### config.mk
export PLATFORM = sky130hd
export DESIGN_NAME = lpd_core
export DESIGN_NICKNAME = d
export VERILOG_FILES = /design/src/hdl/lpd_pkg.sv /design/src/hdl/lpd_thr_cmp.sv /design/src/hdl/lpd_core.sv
export SDC_FILE = /design/constraint.sdc
export NUM_CORES = 1
export LEC_CHECK = 0
export BUFFER_PORTS_ARGS = -buffer_cell sky130_fd_sc_hd__buf_2
export CAP_MARGIN = 5
export CORE_MARGIN = 4
export CORE_UTILIZATION = 55
export DETAILED_ROUTE_END_ITERATION = 7
export PLACE_DENSITY_LB_ADDON = 0.12
export SLEW_MARGIN = 40
export SYNTH_ARGS = -nofsm -noshare
export SYNTH_HDL_FRONTEND = slang
export SYNTH_SLANG_ARGS = --single-unit
### constraint.sdc
create_clock -name clk -period 13.5 [get_ports clk]
set_clock_uncertainty 0.2 [all_clocks]
set_input_delay 2.7 -clock clk [delete_from_list [all_inputs] [get_ports clk]]
set_output_delay 2.7 -clock clk [all_outputs]
set_load 0.05 [all_outputs]
### src/hdl/lpd_pkg.sv
package lpd_pkg;

	// Design limits
	localparam int MAX_LEVELS       = 6;
	localparam int BEEP_INTERVAL_MS = 2000;

	// Field widths fixed by the interface
	localparam int NUM_THR  = 6;
	localparam int THR_W    = 16;
	localparam int LVL_W    = 3;
	localparam int TIMER_W  = 32;
	localparam int BEEP_W   = $clog2(BEEP_INTERVAL_MS + 1);
	localparam int CFG_IDX_W  = 3;
	localparam int CFG_DATA_W = 16;

	typedef enum logic [CFG_IDX_W-1:0] {
		REG_POLARITY  = 3'd0,
		REG_THR_COUNT = 3'd1,
		REG_THR_1     = 3'd2,
		REG_THR_2     = 3'd3,
		REG_THR_3     = 3'd4,
		REG_THR_4     = 3'd5,
		REG_THR_5     = 3'd6,
		REG_THR_6     = 3'd7
	} cfg_reg_t;

	localparam logic CMD_TICK  = 1'b0;
	localparam logic CMD_CLEAR = 1'b1;

	typedef logic [NUM_THR-1:0][THR_W-1:0] thr_arr_t;

	typedef struct packed {
		logic             polarity;
		logic [LVL_W-1:0] thr_count;
		thr_arr_t         thr;
	} cfg_t;

	typedef struct packed {
		logic               pressed;
		logic               released;
		logic [TIMER_W-1:0] press_duration;
		logic [LVL_W-1:0]   press_level;
		logic               max_reached;
		logic               short_beep;
		logic               long_beep;
	} res_t;

endpackage

### src/hdl/lpd_thr_cmp.sv
module lpd_thr_cmp
	import lpd_pkg::*;
(
	input  logic [TIMER_W-1:0] timer,
	input  thr_arr_t           thr,
	input  logic [LVL_W-1:0]   count,
	output logic [LVL_W-1:0]   level
);

	logic [MAX_LEVELS-1:0] hit;
	logic                  timer_hi;

	assign timer_hi = |timer[TIMER_W-1:THR_W];

	// Parallel comparators, one per level
	always_comb begin
		for (int i = 0; i < MAX_LEVELS; i++) begin
			hit[i] = timer_hi || (timer[THR_W-1:0] >= thr[i]);
		end
	end

	// Highest level in use that is met
	always_comb begin
		level = '0;
		for (int i = 0; i < MAX_LEVELS; i++) begin
			if (hit[i] && (LVL_W'(i) < count)) begin
				level = LVL_W'(i + 1);
			end
		end
	end

endmodule

### src/hdl/lpd_core.sv
module lpd_core
	import lpd_pkg::*;
(
	input  logic clk,
	input  logic arst_n,
	input  logic step,
	input  logic cmd,
	input  logic pin,
	input  cfg_t cfg,
	output res_t res
);

	logic               last_pin_q;
	logic               active_q;
	logic [TIMER_W-1:0] timer_q;
	logic [TIMER_W-1:0] dur_q;
	logic [LVL_W-1:0]   level_q;
	logic               max_q;
	logic [LVL_W-1:0]   notified_q;
	logic [BEEP_W-1:0]  beep_q;

	logic               last_pin_d;
	logic               active_d;
	logic [TIMER_W-1:0] timer_d;
	logic [TIMER_W-1:0] dur_d;
	logic [LVL_W-1:0]   level_d;
	logic               max_d;
	logic [LVL_W-1:0]   notified_d;
	logic [BEEP_W-1:0]  beep_d;

	logic [LVL_W-1:0]   count;
	logic [LVL_W-1:0]   new_level;
	logic               pressed_now;
	logic               rel;
	logic               sbeep;
	logic               lbeep;

	assign count = (cfg.thr_count > LVL_W'(MAX_LEVELS)) ? LVL_W'(MAX_LEVELS) : cfg.thr_count;

	lpd_thr_cmp u_thr_cmp (
		.timer (timer_d),
		.thr   (cfg.thr),
		.count (count),
		.level (new_level)
	);

	// Press timer: restarts on a new press, saturates while held
	always_comb begin
		timer_d = timer_q;
		if (cmd != CMD_CLEAR) begin
			if (pin != last_pin_q) begin
				if (pin == cfg.polarity) begin
					timer_d = '0;
				end
			end else if (active_q && (pin == cfg.polarity)) begin
				if (timer_q != '1) begin
					timer_d = timer_q + 1'b1;
				end
			end
		end
	end

	always_comb begin
		last_pin_d  = last_pin_q;
		active_d    = active_q;
		dur_d       = dur_q;
		level_d     = level_q;
		max_d       = max_q;
		notified_d  = notified_q;
		beep_d      = beep_q;
		rel         = 1'b0;
		sbeep       = 1'b0;
		lbeep       = 1'b0;
		pressed_now = (last_pin_q == cfg.polarity);

		if (cmd == CMD_CLEAR) begin
			level_d = '0;
			dur_d   = '0;
			max_d   = 1'b0;
		end else begin
			if (beep_q < BEEP_W'(BEEP_INTERVAL_MS)) begin
				beep_d = beep_q + 1'b1;
			end

			if (pin != last_pin_q) begin
				last_pin_d = pin;
				if (pin == cfg.polarity) begin
					active_d = 1'b1;
				end else if (active_q) begin
					dur_d    = timer_q;
					active_d = 1'b0;
					rel      = 1'b1;
				end
			end

			pressed_now = (pin == cfg.polarity);

			// released implies not pressed, so no extra check needed
			if (pressed_now && active_d) begin
				if (new_level > level_q) begin
					level_d = new_level;
				end
				if (level_d == count) begin
					max_d = 1'b1;
				end
			end

			if (pressed_now) begin
				if (level_d != '0) begin
					if (level_d != notified_q) begin
						sbeep      = 1'b1;
						notified_d = level_d;
					end
					if (max_d && (beep_d >= BEEP_W'(BEEP_INTERVAL_MS))) begin
						lbeep  = 1'b1;
						beep_d = '0;
					end
				end
			end else begin
				notified_d = '0;
			end
		end
	end

	always_comb begin
		res.pressed        = pressed_now;
		res.released       = rel;
		res.press_duration = dur_d;
		res.press_level    = level_d;
		res.max_reached    = max_d;
		res.short_beep     = sbeep;
		res.long_beep      = lbeep;
	end

	always_ff @(posedge clk or negedge arst_n) begin
		if (!arst_n) begin
			last_pin_q <= 1'b1;
			active_q   <= 1'b0;
			timer_q    <= '0;
			dur_q      <= '0;
			level_q    <= '0;
			max_q      <= 1'b0;
			notified_q <= '0;
			beep_q     <= BEEP_W'(BEEP_INTERVAL_MS);
		end else if (step) begin
			last_pin_q <= last_pin_d;
			active_q   <= active_d;
			timer_q    <= timer_d;
			dur_q      <= dur_d;
			level_q    <= level_d;
			max_q      <= max_d;
			notified_q <= notified_d;
			beep_q     <= beep_d;
		end
	end

endmodule
==> results of run 1 <==
==> per-stage QoR <==
| step | cell area, µm² | cells | worst slack (ns) | hold slack (ns) | total power, µW |
|---|---|---|---|---|---|
| global route | 9740 | 1392 | 0.602 | 0.322 | 852 |
| floorplan | 8660 | 1064 | 1.95 | 0.273 | 488 |
| global placement | 9440 | 1377 | 1.01 | 0.289 | 560 |
| finish | 9740 | 1392 | 1.08 | 0.306 | 802 |
| detailed placement | 9460 | 1377 | 0.872 | 0.296 | 563 |
| CTS | 9740 | 1392 | 0.852 | 0.312 | 806 |
==> critical path, cell delays in order <==
cell       delay [ns]
buf_2            0.17
or4b_4           0.60
nand2_1          0.28
o31ai_1          0.12
buf_4            0.20
nor2_1           0.26
nand2_1          0.12
o21ai_1          0.49
ha_1             0.35
a21o_1           0.18
a2111oi_0        0.42
o21ai_0          0.30
a31oi_1          0.30
and3_1           0.19
mux2_4           0.16
inv_2            0.05
ha_1             0.17
inv_1            0.05
a21o_1           0.10
a21oi_1          0.11
a31oi_1          0.42
nand2_1          0.30
a211o_2          0.38
and3_1           0.23
o31ai_1          0.30
a32oi_2          0.19
and2_1           0.18
buf_2            0.20
==> state kept, by name, summed over array words and instances (netlist names) <==
register,count
dur_q,32
timer_q,32
beep_q,11
level_q,3
notified_q,3
active_q,1
last_pin_q,1
max_q,1
==> placed cells by master (no fill, tap or decap), types with 18 or more instances in the layout <==
master / n
mux2_2: 47
nand3_1: 41
a21oi_1: 62
nor2_1: 99
mux2i_1: 33
dfrtp_1: 77
o21ai_0: 57
nand2_1: 87
nand4_1: 34
buf_4: 18
ha_1: 101
a21o_1: 20
inv_1: 107
buf_2: 143
==> layout make-up <==
type                            instances  share of cell area
Multi-Input combinational cell        813               0.599
Sequential cell                        84               0.217
Timing Repair Buffer                  161              0.0873
Clock buffer                            9              0.0231
Clock inverter                          6             0.00552
Tap cell                              211              0.0271
Inverter                              108              0.0416
==> power breakdown <==
part / total (µW) / switching (µW) / internal [µW]
logic: 252 / 153 / 99.5
clock network: 240 / 113 / 128
registers: 309 / 34.6 / 275
total: 802 / 300 / 502
==> routing by layer <==
metal | track usage | vias up | share of wire
met5 | 0 | - | 0
met4 | 0.0691 | 0 | 0.020
li1 | - | 4090 | -
met1 | 0.390 | 3946 | 0.47
met2 | 0.430 | 280 | 0.45
met3 | 0.0487 | 43 | 0.061
==> logic make-up after synthesis <==
logic type,count (synthesis),share of synthesized area
AND/OR/NAND/NOR,367,0.214
adder cells (fa/ha/maj),101,0.146
flip-flops,84,0.244
buffers and inverters,167,0.0867
XOR/XNOR,8,0.00809
multiplexers,84,0.106
AO/OA/AOI/OAI,253,0.196
==> how the worst min path moves through the flow <==
stage,slack (ns),to,cells after the start
floorplan,0.27,last_pin_q$_DFFE_PN1P_,2
global placement,0.29,dur_q[11]$_DFFE_PN0P_,1
detailed placement,0.30,dur_q[15]$_DFFE_PN0P_,1
CTS,0.31,dur_q[10]$_DFFE_PN0P_,1
global route,0.32,dur_q[2]$_DFFE_PN0P_,1
finish,0.31,dur_q[15]$_DFFE_PN0P_,1
==> metrics.md, run 1 <==
| Metric | Value |
|---|---|
| Yosys cell types | `86` |
| Number of cell rows | `45` |
| Vias in the first global route | `7795` |
| Yosys reg bits | `84` |
| Clk pin slew, worst setup/hold paths | `0.07 ns` |
| Cts repair resizes | `0` |
| Layout cells sized above 1 | `0.223` |
| Residual DRC | `0` |
| Largest net degree at the start of global routing | `65` |
| CTS H-tree depth | `3` |
| Storage element area | `2110 µm²` |
| Worst reg2reg setup slack | `5.17 ns` |
| Critical path arrival | `9.52 ns` |
| Wire length per cell | `17.6 µm` |
| Min Tclk post-route | `12.42 ns` |
| Cts bufs inserted | `9` |
| All-Layer GR Usage | `0.273` |
| CP Capture Type | `output pin` |
| Syn avg cell area | `8.14 µm²` |
| Filler cell count | `1410` |
| Via density | `6.01` |
| Setup crit start kind | `input pin` |
| Cell taking the most area after synthesis | `dfrtp_1` |
| Sequential area share after synthesis | `0.244` |
| Register-to-Register Path Depth | `26` |
| First-pass detailed-route iteration total | `5` |
| Area Growth Syn to Fin | `12.5%` |
| Crit Path Category | `input pin to output pin` |
| DP Wirelength | `18600 µm` |
| TritonCTS clock tree | `built` |
| RePlAce Congestion | `0.967` |
| VDD IR-drop max | `84.5 µV` |
| Clk_lat worst skew | `0.35 ns` |
| Initial antenna violation count | `0` |
| Die area | `17800 µm²` |
| Overflow after GRT | `0` |
| Final Setup Violations | `0` |
| Total clock sinks | `84` |
| Hold crit path type | `flip-flop to flip-flop` |
| Setup bufs post-CTS | `0` |
| Initial Util | `0.566` |
| Commonest cells in the synthesized netlist | `inv_1, ha_1, nor2_1, nand2_1, dfrtp_1` |
| RSZ-0062 raised after global routing | `false` |
| Final hold viol count | `0` |
| Clk root buf | `clkbuf_16` |
| Antenna viol nets, final | `0` |
| CP Capture Point | `res[1]` |
| Most used DFF post-synth | `dfrtp_1` |
| Worst slew pin tran | `0.779 ns` |
| Cell with the most instances after synthesis | `inv_1` |
| Power Density | `82.3 nW/µm²` |
| Final WL | `24500 µm` |
| FFs w/ async S/R, synth | `1.00` |
| Crit. Startpoint | `cfg[99]` |
| Synth area leaders | `dfrtp_1, ha_1, mux2_2` |
| I/O pins | `145` |
| Period Utilization, post-route | `0.920` |
| Setup TNS | `0 ns` |
| Crit Path Max Fanout | `12` |
| Via count | `8359` |
| # port buffers | `144` |
| Outcome | `completed` |
| Normalized max-slew margin | `0.466` |
| Synthesized net count | `1270` |
| # diodes | `0` |
| WP data required | `10.60 ns` |
| Die Height | `133 µm` |
| Worst flop-to-flop path endpoint | `notified_q[0]$_DFFE_PN0P_` |
| Hold_buf cts | `0` |
| Drt first-iter violations | `809` |
| Max-cap violations | `0` |
| Worst R2R Start | `timer_q[20]$_DFFE_PN0P_` |
| HP Start | `dur_q[15]$_DFFE_PN0P_` |
| EDFF count, synth | `0` |
| Multi-input gate area | `5830 µm²` |
| Synthesized area | `8660 µm²` |
| Finished Core Util | `0.636` |
| NumNets Final | `1383` |
| Slew Viols, Final | `0` |
| Core ar. | `15300 µm²` |
| Clock buffer depth | `2` |
| Fmax | `80.5 MHz` |
| Width of the die | `133 µm` |
| Static leakage | `0.00519 µW` |
| Synth warn | `0` |
| Post-synth top area share | `0.222` |
| Global-route wire length before repair | `39700 µm` |
| Post-Syn Instances | `1064` |
No activity file was read; power rests on OpenSTA's default activity.
==> inputs of run 2 (changes only) <==
--- a/config.mk
+++ b/config.mk
@@ -11,6 +11,7 @@
 export CORE_UTILIZATION = 55
 export DETAILED_ROUTE_END_ITERATION = 7
 export PLACE_DENSITY_LB_ADDON = 0.12
+export REMOVE_ABC_BUFFERS = 1
 export SLEW_MARGIN = 40
 export SYNTH_ARGS = -nofsm -noshare
 export SYNTH_HDL_FRONTEND = slang
==> metrics.md, run 2 (same netlist as run 1, synthesis figures left out) <==
| Metric | Value |
|---|---|
| TritonCTS clock tree | `built` |
| Vias in the first global route | `7935` |
| Slew Viols, Final | `0` |
| Width of the die | `133 µm` |
| Clk pin slew, worst setup/hold paths | `0.06 ns` |
| Most frequent cells in the layout | `buf_2, inv_1, ha_1` |
| Total clock sinks | `84` |
| Final hold viol count | `0` |
| Setup crit start kind | `input pin` |
| Largest net degree at the start of global routing | `65` |
| Cts bufs inserted | `9` |
| Crit Path Category | `input pin to output pin` |
| Critical path arrival | `9.65 ns` |
| Period Utilization, post-route | `0.930` |
| Wire length per cell | `17.9 µm` |
| RSZ-0062 raised after global routing | `false` |
| Final WL | `24900 µm` |
| Number of cell rows | `45` |
| Finished Core Util | `0.637` |
| Area Growth Syn to Fin | `12.6%` |
| Cts repair resizes | `0` |
| Residual DRC | `0` |
| Commonest non-fill, non-tap cell in the layout | `buf_2` |
| Final Setup Violations | `0` |
| Overflow after GRT | `0` |
| Via density | `5.92` |
| Biggest regs | `dur_q: 32 flops, timer_q: 32 flops, beep_q: 11 flops` |
| Hold crit path type | `flip-flop to flip-flop` |
| Antenna viol nets, final | `0` |
| Via count | `8261` |
| Die area | `17800 µm²` |
| CP Capture Type | `output pin` |
| RePlAce Congestion | `1.00` |
| NumNets Final | `1386` |
| Min Tclk post-route | `12.55 ns` |
| # port buffers | `144` |
| Power after layout | `808 µW` |
| First-pass detailed-route iteration total | `6` |
| Setup TNS | `0 ns` |
| Crit Path Max Fanout | `12` |
| Max-cap violations | `0` |
| Initial antenna violation count | `0` |
| Clk root buf | `clkbuf_16` |
| Static leakage | `0.00518 µW` |
| # diodes | `0` |
| All-Layer GR Usage | `0.281` |
| I/O pins | `145` |
| Cell family with most CP delay | `compound AO/OA/AOI/OAI gates` |
| Clock buffer depth | `2` |
| Crit-path max cell delay | `0.61 ns` |
| WP data required | `10.60 ns` |
| DP Wirelength | `19000 µm` |
| Slowest stage cell, crit path | `or4b_4` |
| Initial Util | `0.566` |
| Crit path buffers/inverters | `4` |
| Power Density | `82.8 nW/µm²` |
| Setup bufs post-CTS | `0` |
| Drt first-iter violations | `796` |
| VDD IR-drop max | `79.0 µV` |
| Placed cells | `1380` |
| CTS H-tree depth | `3` |
| Final cell count without fillers | `1395` |
| Hold_buf cts | `0` |
| Core ar. | `15300 µm²` |
| Fmax | `79.7 MHz` |
| Global-route wire length before repair | `40900 µm` |
| Layout cells sized above 1 | `0.223` |
| Normalized max-slew margin | `0.407` |
| Die Height | `133 µm` |
| Clk_lat worst skew | `0.35 ns` |
| Worst slew pin tran | `0.886 ns` |
| Outcome | `completed` |
-- run 2: cell types whose count changed in the layout (fill, tap and decap cells not counted), sizes merged --
cell | before | now
buf | 161 | 164
clkbuf | 9 | 11
inv | 113 | 108
clkinv | 0 | 2
bufinv | 0 | 1
-- run 2: layout make-up --
cell class,instances,area [µm²]
inverter,108,405
clock buffer,11,233
fill,1396,5560
tap,211,264
clock inverter,4,51.3
sequential,84,2110
timing repair buffer,164,873
multi-input combinational,813,5820
-- run 2: worst reg2reg max path, stage by stage, from the launching register on --
cell       delay (ns)
dfrtp_1          0.56
nand4_1          0.46
or4_1            0.76
o31ai_4          0.65
nor2_1           0.09
a21oi_1          0.55
ha_1             0.35
nand2b_1         0.16
a21o_1           0.18
a21o_1           0.18
a2111oi_0        0.46
o21ai_0          0.37
a31oi_1          0.34
and3_1           0.19
mux2_4           0.16
inv_2            0.05
ha_1             0.17
inv_1            0.05
a21o_1           0.10
a21oi_1          0.09
a31oi_1          0.39
nand2_1          0.30
a211o_2          0.39
and3_1           0.23
o31ai_1          0.31
a32oi_2          0.21
a221o_1          0.35
-- run 2: layer usage --
metal / vias to the layer above / share of wire / GRT usage
met5: - / 0 / 0
met3: 41 / 0.068 / 0.0544
li1: 4097 / - / -
met1: 3840 / 0.46 / 0.400
met2: 283 / 0.45 / 0.437
met4: 0 / 0.019 / 0.0806
-- run 2: report_power, final --
group	leakage [µW]	switching (µW)	internal [µW]
logic	0.00393	153	100
registers	0.00111	33.4	275
clock network	0.000136	103	142
-- run 2: through the flow --
step	cell area [µm²]	worst slack [ns]	hold WS, ns
floorplan	8320	1.86	0.273
CTS	9750	0.869	0.307
global placement	9460	1.01	0.289
global route	9750	0.372	0.319
detailed placement	9460	0.872	0.296
finish	9750	0.945	0.305
-- run 2: path summary, 6_finish.rpt --
| kind | start | endpoint | slack (ns) | depth (start not counted) |
|---|---|---|---|---|
| max | cfg[99] | res[1] | 0.95 | 28 |
| min | dur_q[4]$_DFFE_PN0P_ | dur_q[4]$_DFFE_PN0P_ | 0.30 | 1 |
| max reg2reg | timer_q[20]$_DFFE_PN0P_ | notified_q[0]$_DFFE_PN0P_ | 5.09 | 26 |
| min reg2reg | dur_q[4]$_DFFE_PN0P_ | dur_q[4]$_DFFE_PN0P_ | 0.30 | 1 |
| max in group asynchronous | arst_n | timer_q[18]$_DFFE_PN0P_ | 9.98 | 2 |
| min in group asynchronous | arst_n | level_q[0]$_DFFE_PN0P_ | 2.11 | 1 |
==> inputs of run 3 (changes only) <==
--- a/config.mk
+++ b/config.mk
@@ -10,7 +10,9 @@
 export CORE_MARGIN = 4
 export CORE_UTILIZATION = 55
 export DETAILED_ROUTE_END_ITERATION = 7
+export HOLD_SLACK_MARGIN = 0.03
 export PLACE_DENSITY_LB_ADDON = 0.12
+export RECOVER_POWER = 25
 export REMOVE_ABC_BUFFERS = 1
 export SLEW_MARGIN = 40
 export SYNTH_ARGS = -nofsm -noshare
==> metrics.md, run 3 (same netlist as run 1, synthesis figures left out) <==
| Metric | Value |
|---|---|
| Drt first-iter violations | `664` |
| Clock buffer depth | `2` |
| Crit Path Category | `input pin to output pin` |
| RePlAce Congestion | `1.00` |
| # port buffers | `144` |
| Initial antenna violation count | `0` |
| Max-cap violations | `2` |
| Cts repair resizes | `0` |
| DP Wirelength | `19000 µm` |
| I/O pins | `145` |
| Outcome | `finished with violations` |
| CP Capture Type | `output pin` |
| Cell family with most CP delay | `compound AO/OA/AOI/OAI gates` |
| Residual DRC | `0` |
| Placed cell areas | `9460 µm²` |
| Commonest non-fill, non-tap cell in the layout | `buf_2` |
| Biggest regs | `dur_q: 32 flops, timer_q: 32 flops, beep_q: 11 flops` |
| First-pass detailed-route iteration total | `6` |
| Largest net degree at the start of global routing | `65` |
| Static leakage | `0.00517 µW` |
| Global-route wire length before repair | `40900 µm` |
| Antenna viol nets, final | `0` |
| Area Growth Syn to Fin | `12.5%` |
| Die area | `17800 µm²` |
| CTS H-tree depth | `3` |
| VDD IR-drop max | `78.9 µV` |
| Worst slew pin tran | `2.66 ns` |
| Fmax | `79.3 MHz` |
| NumNets Final | `1386` |
| # diodes | `0` |
| Hold_buf cts | `0` |
| Final hold viol count | `0` |
| Total clock sinks | `84` |
| Core ar. | `15300 µm²` |
| Hold crit path type | `flip-flop to flip-flop` |
| Most frequent cells in the layout | `buf_2, inv_1, ha_1` |
| Slew Viols, Final | `87` |
| WP data required | `10.60 ns` |
| Overflow after GRT | `0` |
| Setup bufs post-CTS | `0` |
| Crit-path max cell delay | `0.61 ns` |
| Wire length per cell | `17.9 µm` |
| Power Density | `82.9 nW/µm²` |
| Crit Path Max Fanout | `12` |
| TritonCTS clock tree | `built` |
| Via density | `5.95` |
| Normalized max-slew margin | `-0.774` |
| Critical path arrival | `9.72 ns` |
| Clk_lat worst skew | `0.35 ns` |
| Width of the die | `133 µm` |
| Clk root buf | `clkbuf_16` |
| Slowest stage cell, crit path | `or4b_4` |
| Failing checks | `capacitance limit, slew limit` |
| Via count | `8307` |
| Final WL | `24900 µm` |
| Vias in the first global route | `7935` |
| Number of cell rows | `45` |
| Clk pin slew, worst setup/hold paths | `0.06 ns` |
| Initial Util | `0.566` |
| Setup TNS | `0 ns` |
| Min Tclk post-route | `12.62 ns` |
| Setup crit start kind | `input pin` |
| Period Utilization, post-route | `0.934` |
| Crit path buffers/inverters | `4` |
| RSZ-0062 raised after global routing | `false` |
| Cts bufs inserted | `9` |
| Die Height | `133 µm` |
| Final Setup Violations | `0` |
| Layout cells sized above 1 | `0.221` |
| All-Layer GR Usage | `0.281` |
| Post-route cell area | `9750 µm²` |
==> run 3: cell count changes in the layout (fill, tap and decap cells not counted) <==
cell,delta
buf_4,-2
clkbuf_1,+2
==> run 3: power by group <==
group / leakage (µW) / switching, µW / internal, µW
sequential: 0.00111 / 33.8 / 275
clock: 0.000136 / 104 / 142
combinational: 0.00392 / 153 / 100
total: 0.00517 / 291 / 518
==> run 3: worst paths after layout <==
kind,start,cells after the start,endpoint,slack (ns)
setup / recovery,cfg[99],28,res[1],0.88
hold / removal,dur_q[4]$_DFFE_PN0P_,1,dur_q[4]$_DFFE_PN0P_,0.30
setup reg to reg,timer_q[20]$_DFFE_PN0P_,26,notified_q[0]$_DFFE_PN0P_,5.06
hold reg to reg,dur_q[4]$_DFFE_PN0P_,1,dur_q[4]$_DFFE_PN0P_,0.30
max in group asynchronous,arst_n,2,timer_q[18]$_DFFE_PN0P_,7.04
min in group asynchronous,arst_n,1,active_q$_DFFE_PN0P_,2.72
==> run 3: per-layer routing <==
metal  GRT usage  vias to the layer above  part of all wire
met5           0                        -                 0
met4      0.0806                        0             0.021
met3      0.0544                       47             0.064
met2       0.437                      295              0.45
met1       0.400                     3878              0.47
li1            -                     4087                 -
==> run 3: cell type report <==
class                           instances  area, µm²
Multi-Input combinational cell        813       5820
Fill cell                            1396       5570
Sequential cell                        84       2110
Timing Repair Buffer                  164        866
Inverter                              108        405
Tap cell                              211        264
Clock buffer                           11        233
Clock inverter                          4       51.3
==> run 3: per-stage QoR <==
stage	worst slack, ns	util	total power (µW)	cells	hold WS (ns)
finish	0.885	0.636	808	1395	0.305
global route	0.372	0.636	860	1395	0.319
CTS	0.869	0.636	813	1395	0.307
detailed placement	0.872	0.618	563	1380	0.296
global placement	1.01	0.617	558	1380	0.289
floorplan	1.86	-	475	1005	0.273
